[config.mk]
export PLATFORM = sky130hd
export DESIGN_NAME = dpt_ram
export DESIGN_NICKNAME = d
export VERILOG_FILES = /design/src/hdl/dpt_ram.sv
export SDC_FILE = /design/constraint.sdc
export NUM_CORES = 2
export LEC_CHECK = 0
export ABC_AREA = 1
export ABC_CLOCK_PERIOD_IN_PS = 2000
export BUFFER_PORTS_ARGS = -buffer_cell sky130_fd_sc_hd__clkbuf_2
export CAP_MARGIN = 20
export CELL_PAD_IN_SITES_DETAIL_PLACEMENT = 0
export CELL_PAD_IN_SITES_GLOBAL_PLACEMENT = 2
export CORE_MARGIN = 2
export CORE_UTILIZATION = 40
export CTS_CLUSTER_SIZE = 12
export DETAILED_ROUTE_END_ITERATION = 10
export GPL_TIMING_DRIVEN = 0
export PLACE_DENSITY_LB_ADDON = 0.1
export SLEW_MARGIN = 40
export SYNTH_ARGS = -nofsm -noshare
export SYNTH_HDL_FRONTEND = slang
export SYNTH_SLANG_ARGS = --single-unit
[constraint.sdc]
create_clock -name clk -period 2 [get_ports clk]
set_input_delay 0.4 -clock clk [delete_from_list [all_inputs] [get_ports clk]]
set_output_delay 0.4 -clock clk [all_outputs]
set_load 0.01 [all_outputs]
[src/hdl/dpt_ram.sv]
`timescale 1ns / 1ps

module dpt_ram #(
	parameter int WIDTH = 8,
	parameter int DEPTH = 256
) (
	input  logic                     clk,
	input  logic                     we,
	input  logic [$clog2(DEPTH)-1:0] waddr,
	input  logic [WIDTH-1:0]         wdata,
	input  logic                     re,
	input  logic [$clog2(DEPTH)-1:0] raddr,
	output logic [WIDTH-1:0]         rdata
);

	logic [WIDTH-1:0] mem [DEPTH];

	// Write one entry, register the read data
	always_ff @(posedge clk) begin
		if (we) begin
			mem[waddr] <= wdata;
		end
		if (re) begin
			rdata <= mem[raddr];
		end
	end

endmodule

== After elaboration in Yosys (flattened, before gate mapping) ==
Memories as Yosys holds them, arrays and structs flattened. A register that Yosys moved wholly into a read port is not among the register bits.
Index checks and enable logic that the tools add are counted.
Operators by class
  add/subtract/negate cells: 0
  multiply operators: 0
  divide/modulo/power cells: 0
  $lt $le $gt $ge: 0
  equality and inequality tests: 0
  shift-type cells: 0
  muxes and demuxes: 2
  bitwise logic cells: 0
  reduce and logical (&&, ||, !) cells: 0
Operators with widths (count)
  2-to-1 mux 1 bit: 2
Word-level totals
  bits in registers: 0
  latch bits: 0
  bits in writable memories: 2048
  memory bits (read-only): 0
  bits of input ports: 27
  output and inout bits: 8
  memories kept: 1
Memory list
  mem: depth 256, bits a word 8, read ports 1, clocked after memory_dff 1, wr ports 1, RTL line 16  | logic [WIDTH-1:0] mem [DEPTH];

== Depth between registers and ports, before layout ==
  word-level depth: 2
  gate-level depth with buffers: 15
  gate-level depth less buffers: 11

== Worst setup path before layout ==
OpenSTA, ideal clock, no wires.
  path type: in2reg
  from: in we
  to: mem mem[162][0] (enable)
  setup time: 0.370 ns
  arrival time: 1.521 ns
  path slack: 0.109 ns
  cell stages on the path: 4
  cells stage by stage: clkbuf_1 nand3_1 clkbuf_1 nor2_1
On the way
  cells in the longest elaborated chain, start to end: 2
Ends and longest elaborated chain
  start, declared: RTL line 8  | input logic we,
  2-to-1 mux 1 bit: RTL line 20  | if (we) begin
  2-to-1 mux 1 bit (implied by the code): RTL line 21  | mem[waddr] <= wdata;
  end, declared: RTL line 16
No other way between the ends.

== Worst setup path after layout ==
  from: in waddr[0]
  to: mem mem[82][5] (enable)
RTL lines
  start, declared: RTL line 9  | input logic [$clog2(DEPTH)-1:0] waddr,
No word-level cell before the write port.

==> out/results.txt <==
Number of global-route vias before repair: 54,700
Area grow syn2layout: 18.4%
Mapped Avg Cell Area: 11.9 um^2
Crit start category: input port
Tmin final: 2280 ps
Critical R2R Capture: rdata[0]$_DFFE_PP_
Worst-path clk slew: 70 ps
Post-route ant nets: 0
Fin. max-slew vios: 0
Die X: 461 um
Worst-margin pin slew: 1130 ps
Initial Utilization: 40.3%
Clk sink count: 2,056
Synthesized area: 0.0835 mm^2
Hold path startpoint: wdata[2]
Fmax: 0.439 GHz
FF+latch count, synth: 2,056
Share of the synthesized area in the top cell type: 74.0%
Gpl congestion: 0.993
Global-route wire length before repair: 509,000 um
Starting DRT DRC Count: 9,958
CTS tree: built
CTS Buf Count: 222
H-tree Lvls: 4
Row Count: 167
Clock skew: 26.4 ps
Core Util, Final: 47.7%
I/O pin cnt: 35
R2R setup slack: -40 ps
Setup violations, final: 591
PD cells: 971 mW/mm^2
Hold Path Depth: 2
Largest area contributor in the netlist: edfxtp_1
Global router's overall resource usage: 36.3%
Setup TNS: -44,160 ps
Final hold violations: 0
Top post-synthesis cells by area: edfxtp_1, nand3_1, nand2_1, buf_2, nor2_1
Unrepaired setup endpoints after global routing: yes
Worst hold-check path type: input port to flop
Largest net degree at the start of global routing: 97
Die height: 461 um
WL/cell: 38.0 um
Final hold slack: 45.8 ps
Root buffer cell: clkbuf_16
Sequential area share after synthesis: 74.0%
Worst setup margin: -280 ps
Reg2Reg Depth: 10
Skew-Pair Late Insertion Delay: 900 ps
Worst vdd ir: 987 uV
Hpwl dp: 276,000 um
Post-Route WL: 391,000 um
Overflow after GRT: 0
LEAKAGE: 34.2 nW
Layout cells sized above 1: 16.1%
Crit path DAT: 2810 ps
R2R Path Start: mem[193][0]$_DFFE_PP_
Period utilisation layout: 114%
Maxcap violations: 0
Vias: 61,500
Yosys warns: 0
Port Buf Inserts: 27
Initial DRT Pass Iterations: 6
Worst path required time: 2530 ps
Status: finished, violations left
Max clock buf depth: 3
Cells after Synth: 7,003
Setup WS pre-CTS: -2030 ps
Hold path endpoint: mem[124][2]$_DFFE_PP_
Crit. End Element: flop
Die area: 0.212 mm^2
Post-DR vias/cell: 5.97
Initial antenna violation count: 20
Critical path class: input port to flop
Critical Path Fanout Max: 10
Detailed-route DRC error count: 0
Failing checks: setup timing
Core area: 0.207 mm^2
Slew HR: 24.5%
Yosys cell types: 13
Syn nets: 7,030
Nets: 7,346
## where the power goes
| part | switching (mW) | internal (mW) |
|---|---|---|
| sequential | 0.0334 | 47.5 |
| clock | 17.9 | 22.2 |
| combinational | 6.41 | 1.85 |
## cells in the mapped netlist
cell      number
clkbuf_1     112
inv_4          1
edfxtp_1    2056
nor2_1       283
buf_6         16
nand3_1     2019
nand2_1     2123
inv_2          2
buf_4         46
buf_8          1
inv_1         36
buf_2        268
buf_1         40
## layout by cell type (no fill, tap or decap), types with 33 or more instances in the layout
cell / instances
buf_16: 33
buf_2: 109
buf_4: 152
buf_6: 68
clkbuf_1: 70
clkbuf_16: 224
clkbuf_2: 66
clkbuf_4: 65
clkinv_1: 64
edfxtp_1: 2056
inv_1: 36
nand2_1: 2115
nand3_1: 1912
nand3_2: 82
nor2_2: 114
nor2_4: 143
## per-layer routing
metal / track usage [%] / wire (um)
met1: 52.4 / 164000
met3: 7.54 / 40000
met4: 15.3 / 18700
met5: 0 / 33
met2: 53.3 / 169000
## state kept, by name, summed over array words and instances, names as in the netlist
name / count
mem: 2048
rdata: 8
## what timing repair did
item                                    CTS  global route
gates resized for setup                 418           202
pin swaps                                 9             4
buffers inserted                          8             1
hold endpoints to repair                124             0
hold buffers                              7             0
endpoints found under the setup margin  927           644
## worst max-delay path: stages
cell and delay, ps:
clkbuf_2 130, inv_1 80, nand2_1 150, nor2_1 200
nand2_1 460, clkbuf_4 620, nor2_1 750
## metrics by stage
| stage | power, mW | instance area, um^2 | cells |
|---|---|---|---|
| global route | 97.6 | 98800 | 10300 |
| CTS | 95.5 | 97900 | 10300 |
| global placement | 55.9 | 87100 | 9818 |
| finish | 95.9 | 98800 | 10300 |
| detailed placement | 56.0 | 89400 | 9867 |
| floorplan | 51.4 | 83500 | 7003 |
## cells by family after synthesis
group                  after synthesis  share of synthesized area, %
flip-flops                        2056                          74.0
buffers and inverters              522                          3.12
AND/OR/NAND/NOR                   4425                          22.9
## area by class of cell
cell class                 count  area, um^2
multi-input combinational   4425       21200
buffer                       483        3670
sequential                  2056       61700
antenna                       10        25.0
tap                         2788        3490
clock inverter               122        1080
inverter                      39         154
fill                       18800      108000
timing repair buffer          92        1610
clock buffer                 279        5790
## how the worst max path moves through the flow
stage / from / end / slack, ps / depth (start not counted)
after floorplan: we / mem[162][0]$_DFFE_PP_ / 110 / 4
after global placement: wdata[4] / mem[44][4]$_DFFE_PP_ / -4330 / 1
after detailed placement: raddr[1] / rdata[1]$_DFFE_PP_ / -2030 / 12
after CTS: rdata[2]$_DFFE_PP_ / rdata[2] / -210 / 1
after global routing: waddr[4] / mem[90][6]$_DFFE_PP_ / -200 / 6
final: waddr[0] / mem[82][5]$_DFFE_PP_ / -280 / 7
(Power assumes the default switching activity.)
