`config.mk`:
```
export PLATFORM = sky130hd
export DESIGN_NAME = dpt_cdiv
export DESIGN_NICKNAME = d
export VERILOG_FILES = /design/src/hdl/dpt_cdiv.sv
export SDC_FILE = /design/constraint.sdc
export NUM_CORES = 1
export LEC_CHECK = 0
export BUFFER_PORTS_ARGS = -buffer_cell sky130_fd_sc_hd__buf_4
export CAP_MARGIN = 20
export CORE_MARGIN = 5
export CORE_UTILIZATION = 45
export DETAILED_ROUTE_END_ITERATION = 16
export GPL_ROUTABILITY_DRIVEN = 0
export PLACE_DENSITY = 0.7
export RECOVER_POWER = 50
export SKIP_CTS_REPAIR_TIMING = 1
export SYNTH_ARGS = -nofsm -noshare
export SYNTH_HDL_FRONTEND = slang
export SYNTH_SLANG_ARGS = --single-unit
export TNS_END_PERCENT = 50
```
`constraint.sdc`:
```
create_clock -name clk -period 0.8 [get_ports clk]
set_input_delay 0.12 -clock clk [delete_from_list [all_inputs] [get_ports clk]]
set_output_delay 0.12 -clock clk [all_outputs]
set_load 0.01 [all_outputs]
```
`src/hdl/dpt_cdiv.sv`:
```
`timescale 1ns / 1ps

// Divide an unsigned value by a constant: multiply by the scaled reciprocal,
// back-multiply to get the remainder, then one correction step. Three stages.
module dpt_cdiv #(
	parameter int W       = 16,
	parameter int DIVISOR = 256
) (
	input  logic                       clk,
	input  logic                       arst_n,
	input  logic                       in_valid,
	input  logic [W-1:0]               dividend,
	output logic                       out_valid,
	output logic [W-1:0]               quot,
	output logic [$clog2(DIVISOR)-1:0] rem
);

	localparam int DW = $clog2(DIVISOR + 1);
	localparam int RW = $clog2(DIVISOR);
	localparam longint unsigned RECIP = (64'd1 << (2 * W)) / DIVISOR;
	localparam logic [2*W-1:0] RECIP_V = RECIP[2*W-1:0];
	localparam logic [DW-1:0] DIV_V = DW'(DIVISOR);

	logic [W-1:0]   x_s1;
	logic [3*W-1:0] prod_s1;
	logic [W-1:0]   q_s2;
	logic [W-1:0]   r_s2;
	logic [W-1:0]   q_s3;
	logic [RW-1:0]  r_s3;
	logic           vld_s1;
	logic           vld_s2;
	logic           vld_s3;
	logic [W-1:0]   q_est;
	logic [W+DW-1:0] qd;

	// Advance the stage valids
	always_ff @(posedge clk or negedge arst_n) begin
		if (!arst_n) begin
			vld_s1 <= 1'b0;
			vld_s2 <= 1'b0;
			vld_s3 <= 1'b0;
		end else begin
			vld_s1 <= in_valid;
			vld_s2 <= vld_s1;
			vld_s3 <= vld_s2;
		end
	end

	// Estimate quotient, which is exact or one short
	assign q_est = prod_s1[3*W-1:2*W];
	assign qd    = (W + DW)'(q_est) * (W + DW)'(DIV_V);

	always_ff @(posedge clk) begin
		x_s1    <= dividend;
		prod_s1 <= (3 * W)'(dividend) * (3 * W)'(RECIP_V);
		q_s2    <= q_est;
		r_s2    <= x_s1 - qd[W-1:0];
		// Correct an estimate that came out one short
		if (r_s2 >= W'(DIVISOR)) begin
			q_s3 <= q_s2 + W'(1);
			r_s3 <= RW'(r_s2 - W'(DIVISOR));
		end else begin
			q_s3 <= q_s2;
			r_s3 <= r_s2[RW-1:0];
		end
	end

	assign out_valid = vld_s3;
	assign quot      = q_s3;
	assign rem       = r_s3;

endmodule
```
After elaboration in Yosys (flattened, before gate mapping)
Index checks and enable logic that the tools add are counted.
{ "classes": {"add_sub_neg": 3, "order_cmp": 1, "mux": 2} }
{ "ops": {"columns": ["op", "count"], "rows": [
  ["$ge A16 B9 Y1 const B", 1],
  ["$mux W8", 2],
  ["$sub A16 B16 Y16", 1],
  ["$add A8 B1 Y9 const B", 1],
  ["$sub A8 B1 Y8 const B", 1]
]} }
{ "word_totals": {"input_bits": 19, "regBits": 67, "output_inout_bits": 25, "elab_cells": 16} }

Longest topological paths before layout
Gate-level depths: netlist of the first run.
{ "depth": {"depth_word": 2, "depth_mapped": 1, "depth_no_buf": 0} }

Least setup slack after synthesis of the first run
Ideal clock, no wire load.
{ "synth_timing": {"path_type": "reg-to-output", "startpoint": "reg vld_s3, in the netlist out_valid", "endpoint": "out out_valid", "path_stages_with_launch": 1, "t_arrival_ps": 376, "n_path_buf": 0, "required_ps": 680, "setup_slack_ps": 304, "cell_sequence": "dfrtp_1"} }
{ "synth_rtl": {"columns": ["element", "line", "text"], "rows": [
  ["start: declaration", "32", "logic vld_s3;"],
  ["start signal: assignment", "45", "vld_s3 <= vld_s2;"],
  ["end: declaration", "13", "output logic out_valid,"]
]} }
No word-level cell between the ends.

Worst setup path after layout of the first run
{ "layout_timing": {"startpoint": "reg vld_s3, in the netlist out_valid", "endpoint": "out out_valid"} }
No word-level cell between the ends.

==> impl_metrics.py, run 1 <==
metrics = {
    "timing": {
        "hold_viol": 0,
        "setup_ws_ns": -0.186,
        "clock_skew_ns": 0.0135,
        "holdWs_ns": 0.0872,
        "finalSetupTns_ns": -2.19,
        "fmax_mhz": 1010,
        "slew_violations": 0,
        "period_minus_slack_ns": 0.986,
        "period_share": 1.23,
        "setup_viol": 18,
        "rsz0062_at_grt": "yes",
    },
    "final_layout": {
        "drive_above_1_share": 0.451,
        "nFillCells": 168,
        "final_cells": 152,
        "antenna_cells": 0,
        "final_nets": 140,
        "syn_to_final_growth_pct": 51.3,
    },
    "global_route": {
        "grt_first_pass_wirelength_um": 2190,
        "grt.overflow.total": 0,
        "grt_start_max_net_pins": 17,
        "antenna_found_initial": 0,
        "grt.total_usage": 0.0917,
        "first_global_vias": 553,
    },
    "logic_synthesis": {
        "synthArstFlopShare": 0.0577,
        "synthCells": 68,
        "ys_seq_area_frac": 0.924,
        "yosys.area.top_type": "dfxtp_1",
        "synth-edff-count": 0,
        "synth_area_leaders": "dfxtp_1, dfrtp_1, buf_4, clkbuf_1, conb_1",
        "synth_cell_types": 5,
        "synthTopCellsByCount": "dfxtp_1, clkbuf_1, buf_4",
        "ys_seq_elements": 52,
        "yosysMostFrequentCell": "dfxtp_1",
        "syn_area_per_cell_um2": 16.8,
        "syn_area_um2": 1140,
        "ys.flop_type": "dfxtp_1",
        "synth_top_area_share": 0.859,
        "yosysWarningCount": 0,
    },
    "floorplanning": {
        "ioPinCount": 44,
        "rows": 18,
        "start_util": 0.465,
        "die-height_um": 60.4,
        "die-area_um2": 3650,
        "fp.dieW_um": 60.4,
        "core_um2": 2450,
    },
    "critical_path": {
        "cp-end-kind": "output port",
        "crit_path_top_delay_cell": "dfrtp_1",
        "start_kind": "register",
        "crit_path_cell_trace": "buf_6",
        "cp.arrival_ns": 0.87,
        "r2r-start": "vld_s1",
        "critPathKind": "reg2out",
        "cp.required_ns": 0.68,
        "cp_max_fo": 1,
        "crit_start": "out_valid",
        "crit_family": "flip-flops",
        "reg2reg_depth": 0,
        "reg2reg_to": "vld_s2",
        "crit_buf_inv": 1,
        "setup.reg_to_reg.worst_slack_ns": 0.29,
        "slowest_delay_ns": 0.40,
    },
    "place": {
        "place_inst": 126,
        "port_buffers": 36,
        "hpwl_um": 1070,
    },
    "detailed_routing": {
        "dr.pass1.iters": 2,
        "drtIter0Drc": 3,
        "vias": 583,
        "routedWlPerCell_um": 10.6,
        "routed_wl_um": 1610,
        "drc_errors": 0,
        "postRouteAntennaNets": 0,
        "avgViaCountPerCell": 3.84,
    },
    "clocking": {
        "clk_path_buf_depth": 2,
        "htreeDepth": 2,
        "clk_pin_slew_worst_paths_ns": 0.13,
        "clock-root-buffer": "clkbuf_4",
        "cts_buffers": 5,
        "cts_sinks": 52,
        "clock_latency_ns": 0.35,
        "cts_tree": "built",
    },
    "power": {
        "power_density_nw_per_um2": 2620,
        "power_leakage_nw": 0.785,
        "power_mw": 4.52,
        "peakVddDrop_v": 0.00231,
    },
    "outcome": {
        "outcome": "finished with violations",
        "violations": "setup timing",
    },
    "job": {
        "max_cap_viol_count": 0,
    },
    "worst_hold_path": {
        "min_path_type": "in2async",
    },
}
## area by class of cell
cell class                      instances  area [um^2]  share of cell area
Sequential cell                        52         1070               0.620
Multi-Input combinational cell          8         30.0              0.0174
Clock inverter                          2         38.8              0.0224
Tap cell                               30         37.5              0.0217
Clock buffer                            6         51.3              0.0297
Timing Repair Buffer                   54          499               0.289
## power breakdown
group	switching (mW)	internal, mW	total [mW]
clock	0.727	0.749	1.48
sequential	0.0385	2.74	2.77
combinational	0.0837	0.187	0.271
## worst max path at each step
| stage | endpoint | cells after the start |
|---|---|---|
| floorplan | out_valid | 0 |
| global placement | out_valid | 1 |
| detailed placement | out_valid | 1 |
| CTS | out_valid | 1 |
| global route | out_valid | 1 |
| finish | out_valid | 1 |
## stage by stage
stage / cell area [um^2] / worst slack, ns / utilization
after detailed placement: 1390 / 0.200 / 0.568
after floorplan: 1170 / 0.304 / -
after CTS: 1480 / -0.219 / 0.604
after global routing: 1730 / -0.238 / 0.704
final: 1730 / -0.186 / 0.704
after global placement: 1390 / 0.208 / 0.568
## cell families (layout without fill, tap and decap cells)
logic type,count (synthesis),in the layout,synth area share
other,1,8,0.00328
buffers and inverters,15,62,0.0723
flip-flops,52,52,0.924
## cell usage in the layout, fill, tap and decap left out, drive strengths merged
cell type,instances
dfxtp,49
buf,35
dlygate4sd3,18
conb,8
clkbuf,7
dfrtp,3
clkinv,1
bufinv,1
## registers in the layout, indices dropped and copies added (netlist names)
name	count
vld_s2	1
r_s2	8
vld_s1	1
prod_s1	16
rem	8
quot	9
out_valid	1
q_s2	8
## per-layer routing
metal  share of wire  vias up  wire [um]  global-route usage
li1                -      287          -                   -
met1            0.28      256        446              0.0710
met2            0.56       33        896               0.151
met3            0.14        7        220              0.0596
met4           0.026        0         42              0.0854
met5               0        -          0                   0
(Power assumes the default switching activity.)
==> run 2, diff against run 1 <==
TNS_END_PERCENT = 5   (was 50)
==> run 2 against run 1 <==
- the run still ends with setup timing left
- combinational power decreased by 4%
- utilization decreased by 1.2 points
- via count decreased by 0.51%
- routed wire length increased by 0.56%
- worst setup slack improved by 0.0025 ns
- critical path depth unchanged
- critical endpoint unchanged
==> impl_metrics.py, run 2 (same netlist as run 1, synthesis figures left out) <==
metrics = {
    "final_layout": {
        "largest_reg_flops": 16,
        "final_nets": 140,
        "antenna_cells": 0,
        "utilization": 0.692,
        "largest_register": "prod_s1",
        "drive_above_1_share": 0.402,
        "final_cell_mix": "dfxtp_1, buf_4, dlygate4sd3_1",
        "final_cells": 152,
        "syn_to_final_growth_pct": 48.6,
        "nFillCells": 169,
        "final_common_cell": "dfxtp_1",
    },
    "critical_path": {
        "critPathKind": "reg2out",
        "cp_max_fo": 1,
        "start_kind": "register",
        "crit_buf_inv": 1,
        "crit_path_cell_trace": "buf_6",
        "cp.required_ns": 0.68,
        "crit_path_top_delay_cell": "dfrtp_1",
        "crit_family": "flip-flops",
        "slowest_delay_ns": 0.40,
        "cp.arrival_ns": 0.86,
        "cp-end-kind": "output port",
    },
    "global_route": {
        "grt.total_usage": 0.0917,
        "grt_first_pass_wirelength_um": 2190,
        "grt.overflow.total": 0,
        "antenna_found_initial": 0,
        "grt_start_max_net_pins": 17,
        "first_global_vias": 553,
    },
    "floorplanning": {
        "start_util": 0.465,
        "rows": 18,
        "die-area_um2": 3650,
        "die-height_um": 60.4,
        "fp.dieW_um": 60.4,
        "core_um2": 2450,
        "ioPinCount": 44,
    },
    "timing": {
        "rsz0062_at_grt": "yes",
        "holdWs_ns": 0.0882,
        "fmax_mhz": 1020,
        "hold_viol": 0,
        "setup_viol": 18,
        "period_share": 1.23,
        "period_minus_slack_ns": 0.984,
        "clock_skew_ns": 0.0139,
        "slew_violations": 0,
        "setup_ws_ns": -0.184,
    },
    "clocking": {
        "cts_sinks": 52,
        "cts_buffers": 5,
        "clock-root-buffer": "clkbuf_4",
        "clk_pin_slew_worst_paths_ns": 0.13,
        "clock_latency_ns": 0.36,
        "clk_path_buf_depth": 2,
        "cts_tree": "built",
        "htreeDepth": 2,
    },
    "power": {
        "power_leakage_nw": 0.777,
        "peakVddDrop_v": 0.00230,
        "power_density_nw_per_um2": 2650,
    },
    "detailed_routing": {
        "wl_met2_um": 873,
        "vias": 580,
        "avgViaCountPerCell": 3.82,
        "wl_met1_um": 475,
        "drc_errors": 0,
        "drtIter0Drc": 2,
        "routedWlPerCell_um": 10.6,
        "dr.pass1.iters": 2,
        "routed_wl_um": 1610,
        "postRouteAntennaNets": 0,
        "wl_met3_um": 223,
        "top_layer_used": "met4",
    },
    "place": {
        "port_buffers": 36,
        "place_inst": 126,
        "hpwl_um": 1070,
    },
    "job": {
        "max_cap_viol_count": 0,
    },
    "outcome": {
        "violations": "setup timing",
        "outcome": "finished with violations",
    },
    "worst_hold_path": {
        "min_path_type": "in2async",
    },
}
run 2: cell counts in the layout (fill, tap and decap cells not counted):
No cell type changed its count.
run 2: metal layers:
layer	vias up	GRT usage
met3	7	0.0596
met4	0	0.0854
met2	33	0.151
li1	288	-
met1	252	0.0710
met5	-	0
run 2: report_power, final:
group          switching, mW  internal, mW  total, mW
sequential            0.0358          2.73       2.77
combinational         0.0831         0.177      0.260
clock                  0.729         0.749       1.48
total                  0.848          3.66       4.51
run 2: layout make-up:
type,instances,area [um^2],area share
Clock buffer,6,51.3,0.0302
Clock inverter,2,38.8,0.0228
Multi-Input combinational cell,8,30.0,0.0177
Sequential cell,52,1060,0.626
Tap cell,30,37.5,0.0221
Timing Repair Buffer,54,477,0.281
run 2: path summary, 6_finish.rpt:
kind	start	endpoint	slack, ns	depth (start not counted)
hold / removal	arst_n	out_valid	0.09	2
hold reg to reg	prod_s1[30]	r_s2[6]	0.33	0
max in group asynchronous	arst_n	vld_s2	0.55	2
setup reg to reg	vld_s1	vld_s2	0.30	0
min in group clk	prod_s1[30]	r_s2[6]	0.33	0
setup / recovery	out_valid	out_valid	-0.18	1
run 2: through the flow:
step	TNS (ns)	area [um^2]	setup slack [ns]	power, mW
final	-2.24	1700	-0.184	4.51
after global routing	-3.23	1700	-0.238	4.72
after CTS	-2.65	1480	-0.219	4.47
after detailed placement	0	1390	0.200	3.00
after global placement	0	1390	0.208	2.99
after floorplan	0	1170	0.304	2.89
==> run 3, diff against run 2 <==
RECOVER_POWER = unset   (was 50)
==> run 3 against run 2 <==
- the flow still finishes with violations (setup timing)
- sequential share of layout area shrank 0.14 points
- combinational power about the same
- largest power group unchanged
- fmax is the same
- worst setup slack is essentially flat
- via count did not move
==> impl_metrics.py, run 3 (same netlist as run 1, synthesis figures left out) <==
metrics = {
    "power": {
        "pwr-share-comb": 0.058,
        "power_density_nw_per_um2": 2650,
        "power_mw": 4.51,
        "power_leakage_nw": 0.781,
        "p_int_mw": 3.66,
        "peakVddDrop_v": 0.00230,
        "clkPwrFrac": 0.328,
        "switching_share": 0.188,
        "p_switching_mw": 0.848,
        "seq_power_share": 0.614,
    },
    "critical_path": {
        "cp.arrival_ns": 0.86,
        "cp_max_fo": 1,
        "critPathKind": "reg2out",
        "crit_path_top_delay_cell": "dfrtp_1",
        "crit_path_cell_trace": "buf_6",
        "crit_buf_inv": 1,
        "cp-end-kind": "output port",
        "r2r-start": "vld_s1",
        "slowest_delay_ns": 0.40,
        "start_kind": "register",
        "reg2reg_depth": 0,
        "crit_family": "flip-flops",
        "cp.required_ns": 0.68,
        "reg2reg_to": "vld_s2",
        "setup.reg_to_reg.worst_slack_ns": 0.30,
    },
    "global_route": {
        "grt.total_usage": 0.0917,
        "grt.overflow.total": 0,
        "grt_first_pass_wirelength_um": 2190,
        "grt_start_max_net_pins": 17,
        "first_global_vias": 553,
        "antenna_found_initial": 0,
    },
    "clocking": {
        "clock_latency_ns": 0.36,
        "htreeDepth": 2,
        "clk_path_buf_depth": 2,
        "cts_tree": "built",
        "cts_sinks": 52,
        "clock-root-buffer": "clkbuf_4",
        "cts_buffers": 5,
        "clk_pin_slew_worst_paths_ns": 0.13,
    },
    "timing": {
        "period_minus_slack_ns": 0.984,
        "period_share": 1.23,
        "setup_viol": 18,
        "hold_viol": 0,
        "slew_violations": 0,
        "setup_ws_ns": -0.184,
        "rsz0062_at_grt": "yes",
        "fmax_mhz": 1020,
        "clock_skew_ns": 0.0139,
        "holdWs_ns": 0.0745,
    },
    "detailed_routing": {
        "vias": 580,
        "routedWlPerCell_um": 10.6,
        "postRouteAntennaNets": 0,
        "drtIter0Drc": 2,
        "dr.pass1.iters": 2,
        "avgViaCountPerCell": 3.82,
        "drc_errors": 0,
        "routed_wl_um": 1620,
    },
    "final_layout": {
        "final_common_cell": "dfxtp_1",
        "final_nets": 140,
        "antenna_cells": 0,
        "syn_to_final_growth_pct": 49.0,
        "largest_register": "prod_s1",
        "drive_above_1_share": 0.410,
        "final_cell_mix": "dfxtp_1, buf_4, dlygate4sd3_1",
        "largest_reg_flops": 16,
    },
    "place": {
        "dpl_worst_slack_ns": 0.200,
        "port_buffers": 36,
        "hpwl_um": 1070,
    },
    "floorplanning": {
        "die-area_um2": 3650,
        "rows": 18,
        "ioPinCount": 44,
        "start_util": 0.465,
        "die-height_um": 60.4,
        "core_um2": 2450,
        "fp.dieW_um": 60.4,
    },
    "job": {
        "max_cap_viol_count": 0,
    },
    "worst_hold_path": {
        "min_path_type": "in2async",
    },
    "outcome": {
        "violations": "setup timing",
        "outcome": "finished with violations",
    },
}
## run 3: cell count changes in the layout (fill, tap and decap cells not counted)
cell	previous run	this run
clkbuf_1	1	0
buf_4	27	28
## run 3: metal layers
metal	wire length [um]	up-vias	global-route usage
met1	477	252	0.0710
met5	0	-	0
met3	223	7	0.0596
li1	-	288	-
met4	42	0	0.0854
met2	873	33	0.151
## run 3: how the worst max path moves through the flow
stage / startpoint / endpoint / slack [ns] / cells past startpoint
5_1_grt: out_valid / out_valid / -0.24 / 1
3_3_place_gp: out_valid / out_valid / 0.21 / 1
4_1_cts: out_valid / out_valid / -0.22 / 1
3_5_place_dp: out_valid / out_valid / 0.20 / 1
2_1_floorplan: out_valid / out_valid / 0.30 / 0
6_report: out_valid / out_valid / -0.18 / 1
## run 3: through the flow
step | TNS, ns | cells | utilization | instance area, um^2
finish | -2.24 | 152 | 0.693 | 1700
global route | -3.23 | 152 | 0.693 | 1700
CTS | -2.65 | 134 | 0.604 | 1480
detailed placement | 0 | 126 | 0.568 | 1390
global placement | 0 | 126 | 0.568 | 1390
floorplan | 0 | 75 | - | 1170
## run 3: layout make-up
class / count / area (um^2)
Sequential cell: 52 / 1060
Fill cell: 167 / 753
Timing Repair Buffer: 54 / 480
Clock buffer: 6 / 51.3
Clock inverter: 2 / 38.8
Tap cell: 30 / 37.5
Multi-Input combinational cell: 8 / 30.0
## run 3: power by group through the flow
stage	sequential, mW	clock [mW]	combinational [mW]
after floorplan	2.84	0	0.0507
after global placement	2.81	0	0.178
after detailed placement	2.82	0	0.182
after CTS	2.77	1.52	0.182
after global routing	2.79	1.65	0.284
final	2.77	1.48	0.263
